<file path="config.mk">
export PLATFORM = sky130hd
export DESIGN_NAME = lru_key_value_cache_unit
export DESIGN_NICKNAME = d
export VERILOG_FILES = /design/src/sv/lkvc_pkg.sv /design/src/sv/lkvc_cell.sv /design/src/sv/lkvc_ctrl.sv /design/src/sv/lru_key_value_cache_unit.sv
export VERILOG_INCLUDE_DIRS = /design/src /design/src/sv
export SDC_FILE = /design/constraint.sdc
export NUM_CORES = 2
export LEC_CHECK = 0
export BUFFER_PORTS_ARGS = -buffer_cell sky130_fd_sc_hd__clkbuf_2
export CAP_MARGIN = 20
export CORE_ASPECT_RATIO = 0.7
export CORE_UTILIZATION = 56
export DETAILED_ROUTE_END_ITERATION = 8
export PLACE_DENSITY = 0.77
export SLEW_MARGIN = 10
export SYNTH_ARGS = -nofsm -noshare
export SYNTH_HDL_FRONTEND = slang
export SYNTH_HIERARCHICAL = 1
export SYNTH_SLANG_ARGS = --single-unit
</file>
<file path="constraint.sdc">
create_clock -name clk -period 4.59 [get_ports clk]
set_input_delay 0.2295 -clock clk [delete_from_list [all_inputs] [get_ports clk]]
set_output_delay 0.2295 -clock clk [all_outputs]
set_load 0.01 [all_outputs]
</file>
<file path="src/sv/assert_macros.svh">
// Assertion macros shared by the cache RTL
`ifndef ASSERT_MACROS_SVH
`define ASSERT_MACROS_SVH

// Same-cycle implication, checked on each rising edge outside reset
`define LKVC_ASSERT_IMP(lbl, clk, rst_n, ante, cons, msg) \
	lbl: assert property (@(posedge clk) disable iff (!rst_n) (ante) |-> (cons)) \
		else $error(msg);

// Next-cycle implication, checked on each rising edge outside reset
`define LKVC_ASSERT_NXT(lbl, clk, rst_n, ante, cons, msg) \
	lbl: assert property (@(posedge clk) disable iff (!rst_n) (ante) |=> (cons)) \
		else $error(msg);

`endif

</file>
<file path="src/sv/lkvc_pkg.sv">
// Types and constants of the LRU key-value cache
`default_nettype none

package lkvc_pkg;

	localparam int unsigned KEY_W    = 32;
	localparam int unsigned DATA_W   = 32;
	localparam int unsigned CAP_W    = 5;
	localparam int unsigned PADDR_W  = 3;
	localparam int unsigned PDATA_W  = 32;

	localparam logic [CAP_W-1:0]  CAP_RESET  = 5'd16;
	localparam logic              REG_CAPACITY = 1'b0;
	localparam logic              REQ_GET    = 1'b0;
	localparam logic              REQ_SET    = 1'b1;
	localparam logic [DATA_W-1:0] MISS_VALUE = 32'hFFFF_FFFF;

	typedef enum logic [1:0] {
		ST_IDLE,
		ST_SEARCH,
		ST_UPDATE
	} state_t;

	typedef enum logic {
		PH_SEARCH,
		PH_UPDATE
	} phase_t;

	// Which cell claims the write in an update pass
	typedef enum logic [1:0] {
		MD_MATCH,
		MD_FREE,
		MD_OLDEST
	} mode_t;

	typedef struct packed {
		logic                     req_type;
		logic signed [KEY_W-1:0]  lookup_key;
		logic signed [DATA_W-1:0] write_value;
	} req_t;

	typedef struct packed {
		logic                     hit;
		logic signed [DATA_W-1:0] read_value;
	} rsp_t;

	// Token handed from cell to cell; flag is "found" when searching, "claim pending" when updating
	typedef struct packed {
		logic              vld;
		phase_t            phase;
		mode_t             mode;
		logic              flag;
		logic [KEY_W-1:0]  key;
		logic [DATA_W-1:0] data;
	} tok_t;

endpackage

`default_nettype wire

</file>
<file path="src/sv/lkvc_cell.sv">
// One cache entry cell: compares, ages and writes as the token passes through
`default_nettype none

module lkvc_cell #(
	parameter int unsigned REC_W = 4,
	parameter int unsigned LIM_W = 5
) (
	input  wire logic              clk,
	input  wire logic              arst_n,
	input  wire lkvc_pkg::tok_t    tok_in,
	input  wire logic [LIM_W-1:0]  lim_in,
	input  wire logic [REC_W-1:0]  max_in,
	output lkvc_pkg::tok_t         tok_out,
	output logic [LIM_W-1:0]       lim_out,
	output logic [REC_W-1:0]       max_out
);

	logic                          valid_q;
	logic [lkvc_pkg::KEY_W-1:0]    key_q;
	logic [lkvc_pkg::DATA_W-1:0]   data_q;
	logic [REC_W-1:0]              rec_q;
	lkvc_pkg::tok_t                tok_q;
	logic [LIM_W-1:0]              lim_q;
	logic [REC_W-1:0]              max_q;

	logic                          match;
	logic                          claim;
	logic                          do_srch;
	logic                          do_upd;
	logic [LIM_W-1:0]              rec_ext;
	lkvc_pkg::tok_t                tok_nxt;
	logic [LIM_W-1:0]              lim_nxt;
	logic [REC_W-1:0]              max_nxt;

	assign rec_ext = LIM_W'(rec_q);
	assign match   = valid_q && (key_q == tok_in.key);
	assign do_srch = tok_in.vld && (tok_in.phase == lkvc_pkg::PH_SEARCH);
	assign do_upd  = tok_in.vld && (tok_in.phase == lkvc_pkg::PH_UPDATE);

	// Decide whether this cell takes the write
	always_comb begin
		unique case (tok_in.mode)
			lkvc_pkg::MD_MATCH:  claim = match;
			lkvc_pkg::MD_FREE:   claim = !valid_q && tok_in.flag;
			lkvc_pkg::MD_OLDEST: claim = valid_q && tok_in.flag && (rec_ext == lim_in);
			default:             claim = 1'b0;
		endcase
	end

	// Fold this entry into the passing token
	always_comb begin
		tok_nxt = tok_in;
		lim_nxt = lim_in;
		max_nxt = max_in;
		if (do_srch && match) begin
			tok_nxt.flag = 1'b1;
			tok_nxt.data = data_q;
			lim_nxt      = rec_ext;
		end
		if (do_srch && valid_q && (rec_q > max_in)) begin
			max_nxt = rec_q;
		end
		if (do_upd && claim) begin
			tok_nxt.flag = 1'b0;
		end
	end

	// Hand the token on to the neighbour
	always_ff @(posedge clk or negedge arst_n) begin
		if (!arst_n) begin
			tok_q <= '0;
		end else begin
			tok_q <= tok_nxt;
		end
	end

	always_ff @(posedge clk) begin
		lim_q <= lim_nxt;
		max_q <= max_nxt;
	end

	// Claim the entry or age it
	always_ff @(posedge clk or negedge arst_n) begin
		if (!arst_n) begin
			valid_q <= 1'b0;
			rec_q   <= '0;
		end else if (do_upd) begin
			if (claim) begin
				valid_q <= 1'b1;
				rec_q   <= '0;
			end else if (valid_q && (rec_ext < lim_in)) begin
				rec_q <= rec_q + 1'b1;
			end
		end
	end

	// Write key and value of a claimed entry
	always_ff @(posedge clk) begin
		if (do_upd && claim) begin
			key_q  <= tok_in.key;
			data_q <= tok_in.data;
		end
	end

	assign tok_out = tok_q;
	assign lim_out = lim_q;
	assign max_out = max_q;

endmodule

`default_nettype wire

</file>
<file path="src/sv/lkvc_ctrl.sv">
// Request sequencer: launches search and update passes and returns results
`default_nettype none

module lkvc_ctrl #(
	parameter int unsigned MAX_ENTRIES = 16,
	parameter int unsigned REC_W       = 4,
	parameter int unsigned LIM_W       = 5
) (
	input  wire logic                          clk,
	input  wire logic                          arst_n,
	input  wire logic                          start,
	input  wire lkvc_pkg::req_t                req,
	input  wire logic [lkvc_pkg::CAP_W-1:0]    capacity,
	output logic                               busy,
	output logic                               result_valid,
	output lkvc_pkg::rsp_t                     result,
	output lkvc_pkg::tok_t                     head_tok,
	output logic [LIM_W-1:0]                   head_lim,
	output logic [REC_W-1:0]                   head_max,
	input  wire lkvc_pkg::tok_t                tail_tok,
	input  wire logic [LIM_W-1:0]              tail_lim,
	input  wire logic [REC_W-1:0]              tail_max
);

	localparam int unsigned CMP_W = (LIM_W > lkvc_pkg::CAP_W) ? LIM_W : lkvc_pkg::CAP_W;

	lkvc_pkg::state_t        state_q;
	lkvc_pkg::state_t        state_nxt;
	lkvc_pkg::req_t          req_q;
	logic [LIM_W-1:0]        used_q;
	lkvc_pkg::tok_t          head_q;
	logic [LIM_W-1:0]        head_lim_q;
	logic [REC_W-1:0]        head_max_q;
	logic                    result_valid_q;
	lkvc_pkg::rsp_t          result_q;

	logic                    accept;
	logic                    srch_done;
	logic                    upd_done;
	logic                    need_upd;
	logic                    used_inc;
	lkvc_pkg::mode_t         upd_mode;
	logic [LIM_W-1:0]        upd_lim;
	logic [lkvc_pkg::DATA_W-1:0] upd_data;
	logic [CMP_W-1:0]        cap_ext;
	logic [CMP_W-1:0]        cap_eff;
	logic                    has_room;

	// Next state
	always_comb begin
		state_nxt = state_q;
		unique case (state_q)
			lkvc_pkg::ST_IDLE: begin
				if (start) state_nxt = lkvc_pkg::ST_SEARCH;
			end
			lkvc_pkg::ST_SEARCH: begin
				if (srch_done) state_nxt = need_upd ? lkvc_pkg::ST_UPDATE : lkvc_pkg::ST_IDLE;
			end
			lkvc_pkg::ST_UPDATE: begin
				if (upd_done) state_nxt = lkvc_pkg::ST_IDLE;
			end
			default: state_nxt = lkvc_pkg::ST_IDLE;
		endcase
	end

	// Outputs and the decision taken at the end of a search pass
	always_comb begin
		busy      = (state_q != lkvc_pkg::ST_IDLE);
		accept    = start && !busy;
		srch_done = (state_q == lkvc_pkg::ST_SEARCH) && tail_tok.vld;
		upd_done  = (state_q == lkvc_pkg::ST_UPDATE) && tail_tok.vld;
		cap_ext   = CMP_W'(capacity);
		cap_eff   = (cap_ext > CMP_W'(MAX_ENTRIES)) ? CMP_W'(MAX_ENTRIES) : cap_ext;
		has_room  = CMP_W'(used_q) < cap_eff;
		need_upd  = 1'b0;
		used_inc  = 1'b0;
		upd_mode  = lkvc_pkg::MD_MATCH;
		upd_lim   = tail_lim;
		upd_data  = tail_tok.data;
		priority if (req_q.req_type == lkvc_pkg::REQ_GET) begin
			need_upd = tail_tok.flag;
		end else if (capacity == '0) begin
			need_upd = 1'b0;
		end else if (tail_tok.flag) begin
			need_upd = 1'b1;
			upd_data = req_q.write_value;
		end else if (has_room) begin
			need_upd = 1'b1;
			used_inc = 1'b1;
			upd_mode = lkvc_pkg::MD_FREE;
			upd_lim  = LIM_W'(MAX_ENTRIES);
			upd_data = req_q.write_value;
		end else begin
			need_upd = 1'b1;
			upd_mode = lkvc_pkg::MD_OLDEST;
			upd_lim  = LIM_W'(tail_max);
			upd_data = req_q.write_value;
		end
	end

	// Advance the sequencer
	always_ff @(posedge clk or negedge arst_n) begin
		if (!arst_n) begin
			state_q <= lkvc_pkg::ST_IDLE;
		end else begin
			state_q <= state_nxt;
		end
	end

	// Hold the request while its passes run
	always_ff @(posedge clk) begin
		if (accept) req_q <= req;
	end

	// Count the entries in use
	always_ff @(posedge clk or negedge arst_n) begin
		if (!arst_n) begin
			used_q <= '0;
		end else if (srch_done && used_inc) begin
			used_q <= used_q + 1'b1;
		end
	end

	// Launch a search token on accept, and an update token after the search when one is needed
	always_ff @(posedge clk or negedge arst_n) begin
		if (!arst_n) begin
			head_q <= '0;
		end else if (accept) begin
			head_q.vld   <= 1'b1;
			head_q.phase <= lkvc_pkg::PH_SEARCH;
			head_q.mode  <= lkvc_pkg::MD_MATCH;
			head_q.flag  <= 1'b0;
			head_q.key   <= req.lookup_key;
			head_q.data  <= '0;
		end else if (srch_done && need_upd) begin
			head_q.vld   <= 1'b1;
			head_q.phase <= lkvc_pkg::PH_UPDATE;
			head_q.mode  <= upd_mode;
			head_q.flag  <= 1'b1;
			head_q.key   <= req_q.lookup_key;
			head_q.data  <= upd_data;
		end else begin
			head_q.vld   <= 1'b0;
		end
	end

	always_ff @(posedge clk) begin
		if (accept) begin
			head_lim_q <= '0;
			head_max_q <= '0;
		end else if (srch_done) begin
			head_lim_q <= upd_lim;
			head_max_q <= '0;
		end
	end

	// Return the get result for one cycle
	always_ff @(posedge clk or negedge arst_n) begin
		if (!arst_n) begin
			result_valid_q <= 1'b0;
		end else begin
			result_valid_q <= srch_done && (req_q.req_type == lkvc_pkg::REQ_GET);
		end
	end

	always_ff @(posedge clk) begin
		if (srch_done) begin
			result_q.hit        <= tail_tok.flag;
			result_q.read_value <= tail_tok.flag ? tail_tok.data : lkvc_pkg::MISS_VALUE;
		end
	end

	assign head_tok     = head_q;
	assign head_lim     = head_lim_q;
	assign head_max     = head_max_q;
	assign result_valid = result_valid_q;
	assign result       = result_q;

endmodule

`default_nettype wire

</file>
<file path="src/sv/lru_key_value_cache_unit.sv">
// Top level of the LRU key-value cache: register port, sequencer and cell chain
//
//  Port group        Direction  Handshake              Payload
//  request           in         start & !busy          req (req_t)
//  result            out        result_valid strobe    result (rsp_t)
//  configuration     in/out     APB, pready always 1   capacity at byte 0
//
// A request enters the chain at cell 0 and a token walks one cell a cycle.
// A get miss or an ignored set returns to idle after the search pass;
// a get hit or a stored set runs the search pass then the update pass.
// The get result strobe is registered from the end of the search pass.
// Reset empties all entries at once and restores capacity to 16.
// The result strobe cannot be held off; busy alone holds off new requests.
`default_nettype none

module lru_key_value_cache_unit #(
	parameter int unsigned MAX_ENTRIES = 16
) (
	input  wire logic                              clk,
	input  wire logic                              arst_n,
	input  wire logic                              start,
	output logic                                   busy,
	input  wire lkvc_pkg::req_t                    req,
	output logic                                   result_valid,
	output lkvc_pkg::rsp_t                         result,
	input  wire logic                              psel,
	input  wire logic                              penable,
	input  wire logic                              pwrite,
	input  wire logic [lkvc_pkg::PADDR_W-1:0]      paddr,
	input  wire logic [lkvc_pkg::PDATA_W-1:0]      pwdata,
	output logic [lkvc_pkg::PDATA_W-1:0]           prdata,
	output logic                                   pready
);

	`include "assert_macros.svh"

	localparam int unsigned REC_W = (MAX_ENTRIES > 1) ? $clog2(MAX_ENTRIES) : 1;
	localparam int unsigned LIM_W = $clog2(MAX_ENTRIES + 1);

	logic [lkvc_pkg::CAP_W-1:0] capacity_q;
	logic                       reg_sel;

	lkvc_pkg::tok_t             tok_chain [0:MAX_ENTRIES];
	logic [LIM_W-1:0]           lim_chain [0:MAX_ENTRIES];
	logic [REC_W-1:0]           max_chain [0:MAX_ENTRIES];

	// Register decode ignores the byte offset
	assign reg_sel = (paddr[2] == lkvc_pkg::REG_CAPACITY);
	assign pready  = 1'b1;
	assign prdata  = reg_sel ? lkvc_pkg::PDATA_W'(capacity_q) : '0;

	// Write the capacity register
	always_ff @(posedge clk or negedge arst_n) begin
		if (!arst_n) begin
			capacity_q <= lkvc_pkg::CAP_RESET;
		end else if (psel && penable && pwrite && reg_sel) begin
			capacity_q <= pwdata[lkvc_pkg::CAP_W-1:0];
		end
	end

	lkvc_ctrl #(
		.MAX_ENTRIES (MAX_ENTRIES),
		.REC_W       (REC_W),
		.LIM_W       (LIM_W)
	) u_ctrl (
		.clk          (clk),
		.arst_n       (arst_n),
		.start        (start),
		.req          (req),
		.capacity     (capacity_q),
		.busy         (busy),
		.result_valid (result_valid),
		.result       (result),
		.head_tok     (tok_chain[0]),
		.head_lim     (lim_chain[0]),
		.head_max     (max_chain[0]),
		.tail_tok     (tok_chain[MAX_ENTRIES]),
		.tail_lim     (lim_chain[MAX_ENTRIES]),
		.tail_max     (max_chain[MAX_ENTRIES])
	);

	// Chain of entry cells
	for (genvar i = 0; i < MAX_ENTRIES; i++) begin : g_cell
		lkvc_cell #(
			.REC_W (REC_W),
			.LIM_W (LIM_W)
		) u_cell (
			.clk     (clk),
			.arst_n  (arst_n),
			.tok_in  (tok_chain[i]),
			.lim_in  (lim_chain[i]),
			.max_in  (max_chain[i]),
			.tok_out (tok_chain[i+1]),
			.lim_out (lim_chain[i+1]),
			.max_out (max_chain[i+1])
		);
	end

	// Checks
	`LKVC_ASSERT_NXT(a_accept_busy, clk, arst_n, start && !busy, busy, "accepted item did not raise busy")
	`LKVC_ASSERT_NXT(a_strobe_single, clk, arst_n, result_valid, !result_valid, "result strobe held")
	`LKVC_ASSERT_IMP(a_miss_value, clk, arst_n, result_valid && !result.hit, result.read_value == lkvc_pkg::MISS_VALUE, "miss without all-ones value")
	`LKVC_ASSERT_IMP(a_head_busy, clk, arst_n, tok_chain[0].vld, busy, "token launched while idle")

endmodule

`default_nettype wire
</file>
Word level (Yosys, flattened, before mapping). Cells that the tools add are included. Widths: inputs -> output; s select.

Flip-flop bits (word level): 2502. Output and inout port bits: 68. Logic and storage cells: 783.

Add/sub/neg operators: 17. $lt $le $gt $ge: 34. Equal/unequal tests: 69. Muxes and demuxes: 153. Bitwise operators: 18. Reduce and logical (&&, ||, !) cells: 271.

Operators with widths (count): $mux 32 (18); $eq 32x32->1 (16); $mux 4 (63); $logic_and 1x1->1 (185); $eq 4x5->1 (16); $lt 4x5->1 (16); $mux 69 (1); $mux 68 (1); $add 4x1->4 const B (16); $reduce_and 2->1 (32); $gt 4x4->1 (15); $pmux 1 s3 (16); $mux 1 (39); $reduce_bool 2->1 (18); $eq 2x1->1 const B (17); $eq 2x2->1 const B (17); $logic_not 2->1 (17); $mux 5 (6); $not 1->1 (18); $logic_not 1->1 (17); $mux 2 (8); $pmux 2 s3 (1); $add 5x1->5 const B (1); $gt 5x5->1 const B (1); 6 further kinds (7).

Depth between registers and ports, before layout.
Word-level depth: 9. Gate-level depth with buffers: 9. Mapped depth without buffers: 8.

Cells and area by module. The synthesis kept the hierarchy.

Modules (own cells, without submodules): lkvc_cell at g_cell[0].u_cell ... (instances 8, cells each 300, area each 5305.1 um^2, seq. area each 3953.8 um^2); lkvc_cell at g_cell[2].u_cell ... (instances 8, cells each 290, area each 5208.7 um^2, seq. area each 3953.8 um^2); lkvc_ctrl (instances 1, cells each 473, area each 7407.1 um^2, seq. area each 4944.7 um^2); lru_key_value_cache_unit (instances 1, cells each 46, area each 467.9 um^2, seq. area each 126.4 um^2).

Least setup slack after synthesis. No wires, ideal clock.

Path type: flip-flop to flip-flop. Start: register g_cell[1].u_cell.tok_q, in the netlist g_cell[1].u_cell/tok_out[33]. End: register g_cell[2].u_cell/data_q[0] (netlist name), enable pin. Arrival: 4.401 ns. Data required time: 4.104 ns. Slack: -0.297 ns. Stages on the path, launching flop included: 7. Path buffers: 0. Clock period less this slack: 4.887 ns. Path through: dfrtp_1 xor2_1 nor4_1 nand4_1 or4_4 o21a_1 nor2_1.

Word-level cells in the longest chain between the ends: 4.

Ends and longest elaborated chain: start, declared (line lkvc_cell.sv:22) `lkvc_pkg::tok_t tok_q;`; start signal, assigned (line lkvc_cell.sv:73) `tok_q <= tok_nxt;`; $eq 32x32->1 (line lkvc_cell.sv:36) `assign match = valid_q && (key_q == tok_in.key);`; $logic_and 1x1->1 (line lkvc_cell.sv:36); $pmux 1 s3 (line lkvc_cell.sv:42) `unique case (tok_in.mode)`; $logic_and 1x1->1 (line lkvc_cell.sv:99) `if (do_upd && claim) begin`; end signal, assigned (line lkvc_cell.sv:101) `data_q <= tok_in.data;`; end, declared (line lkvc_cell.sv:20) `logic [lkvc_pkg::DATA_W-1:0] data_q;`.

No other way between the ends. A chain may end at the register's enable or synchronous reset.

Final worst setup path.
Start: register g_cell[10].u_cell.tok_q, in the netlist g_cell[10].u_cell/tok_out[49]. End: register g_cell[11].u_cell/data_q[2] (netlist name), enable pin.

Word-level cells in the longest chain between the ends: 4.

Ends and longest elaborated chain (line): start, declared (lkvc_cell.sv:22); start signal, assigned (lkvc_cell.sv:73); $eq 32x32->1 (lkvc_cell.sv:36); $logic_and 1x1->1 (lkvc_cell.sv:36); $pmux 1 s3 (lkvc_cell.sv:42); $logic_and 1x1->1 (lkvc_cell.sv:99); end signal, assigned (lkvc_cell.sv:101); end, declared (lkvc_cell.sv:20).

No other way between the ends.

==> impl_metrics.tcl <==
set metrics [dict create \
    relSlewSlack_pct 29.4 \
    p_int_mw 40.3 \
    cts_buffer_depth 3 \
    hold_buffers 77 \
    grt_pass1_wl_mm 271 \
    drt-wirelength-per-cell_um 21.7 \
    numCtsBuffers 211 \
    setup_viol 0 \
    synth_warnings 6 \
    tightestPinTransition_ns 1.06 \
    finalHoldViolations 0 \
    critical_path.max_fanout 22 \
    cts_tree "done" \
    drt_wl_total_mm 172 \
    drive_gt1_share_pct 21.7 \
    arrival_ns 3.85 \
    syn-instance-count 5204 \
    synthToLayoutAreaGrowth_pct 12.2 \
    drt_first_pass_iters 5 \
    path_cells "xor2_1, nor4_1, nand4_1, nor3_1, o21a_2, buf_4" \
    cts_setup_buffers 0 \
    grt_pass1_vias 45700 \
    fin_nets 5847 \
    r2r-start "g_cell[10].u_cell/tok_out[49]" \
    die_w_um 484 \
    postRouteAntennaNets 0 \
    synth.avg_cell_area_sq_um 17.5 \
    leakagePower_nw 42.7 \
    drv_slew 0 \
    endpoint_kind "register" \
    power.switching_mw 13.6 \
    grt_overflow 0 \
    clkTransAtPathRegs_ns 0.07 \
    cp_slowest_cell "o21a_2" \
    coreArea_sq_um 161000 \
    p_sw_share_pct 25.3 \
    place_hpwl_mm 110 \
    fin_setup_tns_ns 0 \
    grt_max_degree 162 \
    htreeDepth 4 \
    vias 44000 \
    drt_iter0_drc 3501 \
    cts_root_buf "clkbuf_16" \
    final.min_clock_period_ns 3.33 \
    maxCapViolations 0 \
    pwr-share-clk_pct 33.8 \
    path_class "register to register" \
    status "completed" \
    io_buffers 116 \
    power_density_nw_per_um2 528 \
    setup_ws_ns 1.26 \
    hold_class "primary input to asynchronous set/reset pin" \
    ios 174 \
    power_mw 54.0 \
    dieArea_sq_um 164000 \
    fin_skew_ns 0.0321 \
    cp-start-kind "register" \
    critPathTopFamily "simple AND/OR/NAND/NOR gates" \
    final_core_util_pct 63.4 \
    max_freq_ghz 0.300 \
    power_frac_comb_pct 9.2 \
    hold_slack_ns 0.107 \
    chipHeight_um 339 \
    cp.required_ns 5.11 \
    fin_crit_sh_pct 72.6 \
    crit_start "g_cell[10].u_cell/tok_out[49]" \
    synth_area_sq_um 91100 \
    num_rows 123 \
    p_seq_share_pct 57.0 \
    grt.total_usage_pct 21.4 \
    place.gp.congestion 0.871 \
    antenna_found_initial 11 \
    clock-sinks 2501 \
    cts_resized 0 \
    pre_cts_ws_ns 1.22 \
    initial_utilization_pct 56.5 \
    post-route-drc-count 0 \
    clock_latency_ns 0.84 \
    peakVddDrop_v 0.000424 \
    rsz0062_at_grt "false" \
    vias_per_cell 5.56 \
    crit_buf_inv 1 \
    max_stage_delay_ns 0.74 \
]
==> through the flow <==
step | cells | area, sq um
after floorplan | 5233 | 91200
after global placement | 7425 | 94200
after detailed placement | 7425 | 94200
after CTS | 7900 | 102000
after global routing | 7903 | 102000
final | 7904 | 102000
==> worst register-to-register path, delay by kind of cell (launching register included) <==
| kind | cells | cell delay (ns) |
|---|---|---|
| buffers and inverters | 1 | 0.38 |
| flip-flops | 1 | 0.41 |
| AO/OA/AOI/OAI | 1 | 0.75 |
| XOR/XNOR | 1 | 0.19 |
| AND/OR/NAND/NOR | 3 | 1.30 |
==> cell usage in the layout, fill, tap and decap left out, types with 18 or more instances in the layout <==
master and instances:
clkbuf_1 55, nor2_1 37, nor2b_1 57, xor2_1 468, o21ai_0 37, nor4_1 164, nand4_1 59, buf_4 49
clkbuf_2 115, nand2_1 87, conb_1 32, o21a_1 42, dfxtp_1 149, clkinv_2 35, nand2b_1 32, bufinv_16 18
a21oi_1 60, o2111ai_1 24, nor3_1 41, ha_1 149, mux2_2 466, xnor2_1 64, edfxtp_1 1122, dlygate4sd3_1 77
inv_1 155, clkbuf_8 35, nand3_1 48, dfrtp_1 1229, mux2_4 172, mux2_1 72, mux2i_1 64, clkbuf_16 218
==> layout make-up <==
type                    count  area, sq um
flip-flops and latches   2501        67500
multi-input cells        2464        22300
repair buffers            257         2030
fillers                 10700        58900
clock inverters            90         1030
inverters                 157          592
diodes                      2         5.00
clock buffers             308         6140
well taps                2125         2660
==> final timing paths <==
path	slack [ns]	to	depth (start not counted)
min reg2reg	0.39	g_cell[13].u_cell/tok_out[68]	0
max reg2reg	1.26	g_cell[11].u_cell/data_q[2]	6
min in group clk	0.11	u_ctrl/req_q[24]	2
max	1.26	g_cell[11].u_cell/data_q[2]	6
min	0.11	g_cell[9].u_cell/tok_out[46]	2
max in group asynchronous	3.09	u_ctrl/head_tok[53]	3
==> power groups by stage <==
stage                     clock network (mW)  logic, mW  registers (mW)
final                                   18.2       4.97            30.8
after global routing                    19.5       5.51            31.2
after CTS                               18.6       4.97            30.8
after detailed placement                   0       4.81            31.2
after global placement                     0       4.66            30.9
after floorplan                            0       3.67            29.8
==> registers in the layout, summed over array words and instances (netlist names) <==
name and cells:
capacity_q 5, g_cell.u_cell/data_q 512, g_cell.u_cell/key_q 512, g_cell.u_cell/lim_out 80
g_cell.u_cell/max_out 64, g_cell.u_cell/rec_q 64, g_cell.u_cell/tok_out 1069, g_cell.u_cell/valid_q 16
u_ctrl/head_lim 5, u_ctrl/head_tok 68, u_ctrl/req_q 65, u_ctrl/result 33
u_ctrl/result_valid 1, u_ctrl/state_q 2, u_ctrl/used_q 5
==> metal layers <==
layer | track usage (%) | up-vias | share of wire (%)
li1 | - | 19700 | -
met1 | 32.5 | 22900 | 47
met2 | 32.0 | 1117 | 45
met3 | 4.27 | 249 | 6.1
met4 | 5.35 | 0 | 1.8
met5 | 0 | - | 0
Power figures use the tool's default switching activity.
